### config.mk
export PLATFORM = sky130hd
export DESIGN_NAME = mre_ram
export DESIGN_NICKNAME = d
export VERILOG_FILES = /design/src/design/mre_ram.sv
export SDC_FILE = /design/constraint.sdc
export NUM_CORES = 1
export LEC_CHECK = 0
export ABC_AREA = 0
export BUFFER_PORTS_ARGS = -buffer_cell sky130_fd_sc_hd__buf_2
export CAP_MARGIN = 20
export CORE_UTILIZATION = 25
export CTS_BUF_LIST = sky130_fd_sc_hd__clkbuf_4 sky130_fd_sc_hd__clkbuf_8
export DETAILED_ROUTE_END_ITERATION = 8
export PLACE_DENSITY = 0.43
export SYNTH_ARGS = -nofsm -noshare
export SYNTH_HDL_FRONTEND = slang
export SYNTH_SLANG_ARGS = --single-unit
### constraint.sdc
create_clock -name clock -period 5.6 [get_ports clock]
set_input_delay 0.56 -clock clock [delete_from_list [all_inputs] [get_ports clock]]
set_output_delay 0.56 -clock clock [all_outputs]
set_load 0.02 [all_outputs]
### src/design/mre_ram.sv
module mre_ram #(
   parameter int WIDTH = 32,
   parameter int DEPTH = 32
) (
   input  logic                     clock,
   input  logic                     wr_en,
   input  logic [$clog2(DEPTH)-1:0] wr_addr,
   input  logic [WIDTH-1:0]         wr_data,
   input  logic                     rd_en,
   input  logic [$clog2(DEPTH)-1:0] rd_addr,
   output logic [WIDTH-1:0]         rd_data
);

   logic [WIDTH-1:0] mem [DEPTH];
   logic [WIDTH-1:0] rd_data_ff;

   always_ff @(posedge clock) begin
      if (wr_en) begin
         mem[wr_addr] <= wr_data;
      end
      if (rd_en) begin
         rd_data_ff <= mem[rd_addr];
      end
   end

   assign rd_data = rd_data_ff;

endmodule

Yosys cells after proc, flatten, opt, wreduce, memory -nomap -nowiden
Memory sizes are Yosys's and may differ from the RTL's. A register that Yosys moved wholly into a read port is not among the register bits.
Cells that the tools add are included.
{"block": "word_totals", "register_bits": 0, "mem_bits_rw": 1024, "in_bits": 45, "output_inout_bits": 32, "n_memories": 1}
{"block": "classes", "mux": 2}
{"name": "mem", "depth": 32, "width": 32, "read_ports": 1, "rd_clocked_by_memory_dff": 1, "wr": 1, "line": "14", "source": "logic [WIDTH-1:0] mem [DEPTH];"}
{"op": "2-to-1 mux 1 bit", "count": 2}

Logic depth before layout (Yosys ltp)
Gate-level depths: netlist of run 1.
{"block": "depth", "word_depth": 2, "mapped_depth": 8}

Least setup slack after synthesis of run 1
No wires, ideal clock.
{"block": "synth_path", "path_kind": "input -> register", "startpoint": "input wr_addr[1]", "endpoint": "memory mem[12][0] (enable)", "setup_time_ns": 0.421, "arrival_time_ns": 2.573, "required_time_ns": 5.179, "path_slack_ns": 2.606, "path_stages": 3, "path_buffers": 1, "cell_sequence": "or3b_2 clkbuf_1 nor2_1"}
{"element": "from (decl)", "line": "7", "source": "input logic [$clog2(DEPTH)-1:0] wr_addr,"}
{"element": "to (decl)", "line": "14"}
No word-level cell before the write port.

Worst setup path in the final report of run 1
{"block": "layout_path", "startpoint": "input wr_addr[0]", "endpoint": "memory mem[2][8] (enable)"}
No word-level cell before the write port.

==> flow_summary.yaml, run 1 <==
status:
  status: "finished, final reports clean"
critical_path:
  rrSetupSlack_ns: 3.70
  crit_path_start: "wr_addr[0]"
  crit_chain: "buf_2, nand3b_1, nor2_4, buf_4"
  crit_arrival_ns: 2.93
  r2r.worst_path.cells: 5
  endpoint: "mem[2][8]$_DFFE_PP_"
  critPathMaxStageDelay_ns: 1.07
  cp-start-kind: "input pin"
  critPathSlowestCell: "nor2_4"
  path_class: "input pin to flop"
  r2r_start: "mem[1][11]$_DFFE_PP_"
  reg2reg_to: "rd_data[11]$_DFFE_PP_"
  end_kind: "flop"
  path_max_fanout: 20
  worst_ep_required_time_ns: 6.10
route:
  dr_wl_met2_um: 58200
  ant_nets: 0
  routed_wl_um: 118000
  top_layer: "met5"
  drc: 0
  vias: 21300
  drt-initial-drc-count: 1611
  drt-met1-wl_um: 52400
  dr_wl_met3_um: 5250
  drtPass1Iterations: 5
  drt-wirelength-per-cell_um: 24.8
  vias_per_cell: 4.47
cts:
  clock_latency_ns: 0.86
  postCtsResizedCells: 0
  cts_tree: "built"
  clockBufferDepth: 3
  h-tree-depth: 4
  cts_buffers: 183
  hold_buffers: 0
  clk_pin_slew_ns: 0.07
  cts.sinks: 1056
  cts-root-buf: "clkbuf_8"
  cts_setup_buffers: 0
final_layout:
  drive_gt1_share_pct: 17.8
  final_cells: 4775
  final_nets: 2508
  area_growth_pct: 16.6
pwr:
  p_seq_share_pct: 53.6
  swShare_pct: 23.0
  p_leak_nw: 16.2
  combPwrFrac_pct: 5.3
  clkPwrFrac_pct: 41.1
  power.switching_mw: 3.80
  peakVddDrop_mv: 0.204
  intPower_mw: 12.8
  pwr_density_cell_mw_per_mm2: 348
yosys:
  yosys_warnings: 0
  ys_ff_latch: 1056
  synth_area_mm2: 0.0408
  seq_area_frac_synth_pct: 77.7
  syn_area_per_cell_um2: 18.1
  syn_inst: 2260
  synth_nets: 2305
  ys_types: 24
die:
  io_pins: 77
  coreArea_mm2: 0.161
  num_rows: 147
  die_w_um: 406
  dieArea_mm2: 0.165
  start_util_pct: 25.3
  fp.dieH_um: 406
global_routing:
  grt_pass1_vias: 22400
  grt-ovfl-total: 0
  antenna_found_initial: 11
  grt_max_degree: 90
  grt_usage_pct: 14.3
  grt_pass1_wl_um: 167000
sta:
  hold_viol: 0
  maxSlewViolCount: 0
  relSlewSlack_pct: 24.4
  setup_viol: 0
  tightest_slew_ns: 1.12
  layout_min_cycle_time_ns: 2.43
  setup_tns_ns: 0
  timing.final.crit_share_pct: 43.3
  fin_skew_ns: 0.0569
  rsz0062_at_grt: "false"
  fmax_ghz: 0.412
min_path:
  hold_depth: 1
  hold_path.class: "input pin to flop"
place:
  numPortBuffers: 76
  dp_cells: 4437
  dp_hpwl_um: 66600
  globalplace.congestion: 0.740
job:
  cap_violations: 0
[routing by layer]
layer,track usage [%],up-vias
met1,18.6,11200
li1,-,9459
met4,4.25,8
met3,2.59,182
met2,24.1,525
met5,0,-
[power groups by stage]
stage | sequential [mW] | clock, mW | combinational (mW)
4_1_cts | 8.87 | 7.02 | 0.896
5_1_grt | 8.87 | 7.34 | 0.940
3_3_place_gp | 9.04 | 0 | 0.885
2_1_floorplan | 9.04 | 0 | 0.454
3_5_place_dp | 9.04 | 0 | 0.894
6_report | 8.87 | 6.80 | 0.876
[cell families (layout without fill, tap and decap cells)]
| kind of cell | Yosys count | count (layout) | share of synthesized area [%] |
|---|---|---|---|
| flip-flops | 1056 | 1056 | 77.7 |
| multiplexers | 512 | 512 | 12.6 |
| AO/OA/AOI/OAI | 288 | 288 | 4.81 |
| AND/OR/NAND/NOR | 277 | 277 | 3.08 |
| buffers and inverters | 127 | 478 | 1.85 |
| other | 0 | 4 | 0 |
[cell usage after synthesis (all sizes together)]
cell type | instances | share of area [%]
nand2 | 98 | 0.90
nor2b | 1 | 0.015
or3 | 1 | 0.015
a31oi | 32 | 0.49
nand2b | 2 | 0.031
nand3b | 5 | 0.092
buf | 79 | 1.4
mux2i | 512 | 13
and2b | 1 | 0.018
nor2 | 34 | 0.31
a22oi | 96 | 1.8
nor3 | 32 | 0.39
clkbuf | 48 | 0.46
nand3 | 98 | 1.2
a21oi | 96 | 1.2
or3b | 3 | 0.064
or2 | 1 | 0.015
edfxtp | 1056 | 78
a22o | 64 | 1.4
and2 | 1 | 0.015
[critical path, delay by kind of cell]
| family | cells | cell delay (ns) |
|---|---|---|
| AND/OR/NAND/NOR | 2 | 1.78 |
| buffers and inverters | 2 | 0.53 |
[state kept, by name, indices dropped and copies added, names as in the netlist]
signal	count
mem	1024
rd_data	32
[through the flow]
stage / power [mW] / instance area (um2) / utilization (%) / setup slack [ns] / hold slack (ns)
floorplan: 9.50 / 40800 / - / 2.61 / 0.629
global route: 17.2 / 47600 / 29.5 / 3.11 / 0.121
CTS: 16.8 / 47500 / 29.5 / 3.20 / 0.0935
global placement: 9.92 / 44000 / 27.3 / 2.24 / 0.679
finish: 16.5 / 47600 / 29.5 / 3.17 / 0.154
detailed placement: 9.93 / 44000 / 27.3 / 2.25 / 0.678
[placed cells by master, fill, tap and decap left out, types with 3 or more instances in the layout]
master | netlist | layout
inv_6 | 0 | 3
diode_2 | 0 | 4
clkbuf_4 | 2 | 57
clkinv_1 | 0 | 56
a22oi_1 | 96 | 96
clkbuf_8 | 0 | 187
clkinv_2 | 0 | 20
a31oi_1 | 32 | 32
nand2_1 | 98 | 97
a22o_1 | 64 | 64
nand3_1 | 98 | 98
buf_12 | 0 | 8
clkinvlp_4 | 0 | 4
nor2_4 | 0 | 33
buf_2 | 26 | 75
or3b_2 | 3 | 3
bufinv_16 | 0 | 4
nand3b_1 | 5 | 5
nor3_1 | 32 | 32
mux2i_1 | 512 | 512
a21oi_1 | 96 | 96
edfxtp_1 | 1056 | 1056
buf_4 | 33 | 60
[worst min path at each step]
| stage | start | endpoint | slack (ns) |
|---|---|---|---|
| after detailed placement | mem[26][4]$_DFFE_PP_ | rd_data[4]$_DFFE_PP_ | 0.68 |
| after CTS | rd_en | rd_data[22]$_DFFE_PP_ | 0.09 |
| after floorplan | mem[16][10]$_DFFE_PP_ | rd_data[10]$_DFFE_PP_ | 0.63 |
| after global placement | mem[26][4]$_DFFE_PP_ | rd_data[4]$_DFFE_PP_ | 0.68 |
| final | rd_en | rd_data[22]$_DFFE_PP_ | 0.15 |
| after global routing | rd_en | rd_data[22]$_DFFE_PP_ | 0.12 |
[layout make-up]
| class | instances | area [um2] |
|---|---|---|
| fill | 15900 | 114000 |
| antenna | 4 | 10.0 |
| clock inverter | 89 | 514 |
| sequential | 1056 | 31700 |
| timing repair buffer | 145 | 1030 |
| tap | 2160 | 2700 |
| clock buffer | 244 | 3000 |
| multi-input combinational | 1077 | 8610 |
Power figures use the tool's default switching activity.
==> run 2: changes to the inputs <==
==> constraint.sdc (replaced) <==
create_clock -name clock -period 2.4 [get_ports clock]
set_input_delay 0.24 -clock clock [delete_from_list [all_inputs] [get_ports clock]]
set_output_delay 0.24 -clock clock [all_outputs]
set_load 0.02 [all_outputs]
==> flow_summary.yaml, run 2 (synthesized netlist as in run 1, its figures left out) <==
cts:
  cts.sinks: 1056
  clock_latency_ns: 0.88
  h-tree-depth: 4
  cts-root-buf: "clkbuf_8"
  clk_pin_slew_ns: 0.06
  cts_tree: "built"
  cts_buffers: 174
  clockBufferDepth: 3
sta:
  relSlewSlack_pct: 58.6
  fin_ws_ns: 0.166
  timing.final.crit_share_pct: 93.1
  maxSlewViolCount: 0
  hold_viol: 0
  setup_viol: 0
  fin_skew_ns: 0.0361
  rsz0062_at_grt: "false"
  tightest_slew_ns: 0.621
  fmax_ghz: 0.448
  layout_min_cycle_time_ns: 2.23
final_layout:
  fill_cells: 15800
  area_growth_pct: 20.2
  final_nets: 2593
  regMostFlops: "mem"
  mostFrequentLayoutCell: "edfxtp_1"
  final_core_util_pct: 30.4
  layout_common_cells: "edfxtp_1, mux2i_1, clkbuf_8"
  fin_area_mm2: 0.0490
  drive_gt1_share_pct: 19.7
  final_cells: 4853
  largest_reg_flops: 1024
route:
  vias: 21600
  routed_wl_um: 114000
  ant_nets: 0
  vias_per_cell: 4.44
  drt-initial-drc-count: 1580
  drt-wirelength-per-cell_um: 23.5
  drtPass1Iterations: 5
  drc: 0
min_path:
  hp-start: "rd_addr[2]"
  hold_path.class: "input pin to flop"
place:
  numPortBuffers: 76
  globalplace.congestion: 0.745
  post_dp_cell_area_mm2: 0.0452
  dp_cells: 4497
  place_ws_ns: 0.261
  dp_hpwl_um: 64600
critical_path:
  critPathSlowestCell: "dlygate4sd3_1"
  crit_path_start: "wr_addr[4]"
  end_kind: "flop"
  crit_arrival_ns: 2.75
  r2r_start: "mem[4][13]$_DFFE_PP_"
  path_class: "input pin to flop"
  path_max_fanout: 27
  worst_ep_required_time_ns: 2.92
  crit_top_cell: "dlygate4sd3_1"
  crit_chain: "dlygate4sd3_1, buf_2, or3b_2, dlygate4sd3_1, nor2_4, buf_12"
  cp-start-kind: "input pin"
  critPathMaxStageDelay_ns: 0.67
pwr:
  peakVddDrop_mv: 0.506
  power_mw: 38.6
  pwr_density_cell_mw_per_mm2: 788
  p_leak_nw: 16.8
global_routing:
  grt_usage_pct: 13.8
  grt_pass1_vias: 22400
  grt_max_degree: 65
  grt-ovfl-total: 0
  antenna_found_initial: 7
  grt_pass1_wl_um: 161000
die:
  num_rows: 147
  dieArea_mm2: 0.165
  fp.dieH_um: 406
  die_w_um: 406
  coreArea_mm2: 0.161
  start_util_pct: 25.3
  io_pins: 77
status:
  status: "finished, final reports clean"
job:
  cap_violations: 0
run 2: layer usage:
metal	track usage, %	wire length, um
met2	23.7	57500
met3	2.39	4610
met5	0	45
met1	17.6	49800
met4	4.30	2220
run 2: repair_timing:
| action | 4_1_cts | 5_1_grt |
|---|---|---|
| hold buffers | 35 | 0 |
| resized for setup | 0 | 0 |
| hold endpoints to repair | 1042 | 0 |
| buffers inserted | 0 | 0 |
run 2: final timing paths:
kind                                end  slack (ns)  depth (start not counted)
setup / recovery  mem[11][24]$_DFFE_PP_        0.17                          6
hold / removal    rd_data[14]$_DFFE_PP_        0.10                          6
setup reg to reg  rd_data[13]$_DFFE_PP_        0.87                          5
hold reg to reg   rd_data[19]$_DFFE_PP_        0.67                          4
run 2: final cells by class:
class                   instances  area, um2  area share, %
repair buffers                239       2510           5.13
clock buffers                 241       2910           5.93
flip-flops and latches       1056      31700           64.7
clock inverters                78        587           1.20
diodes                          2       5.00         0.0102
multi-input cells            1077       8610           17.6
well taps                    2160       2700           5.51
run 2: per-stage QoR:
| step | TNS (ns) | hold slack (ns) |
|---|---|---|
| floorplan | -83.22 | 0.339 |
| global placement | 0 | 0.671 |
| detailed placement | 0 | 0.672 |
| CTS | 0 | 0.00987 |
| global route | 0 | 0.0856 |
| finish | 0 | 0.104 |
run 2: where the power goes:
group / switching, mW / internal (mW) / leakage, nW
registers: 0.0992 / 20.6 / 9.54
logic: 1.39 / 0.752 / 5.41
clock network: 7.23 / 8.55 / 1.86
total: 8.72 / 29.9 / 16.8
run 2: worst max-delay path, delay by kind of cell:
| family | cells | cell delay, ns |
|---|---|---|
| buffers and inverters | 4 | 1.62 |
| AND/OR/NAND/NOR | 2 | 0.79 |
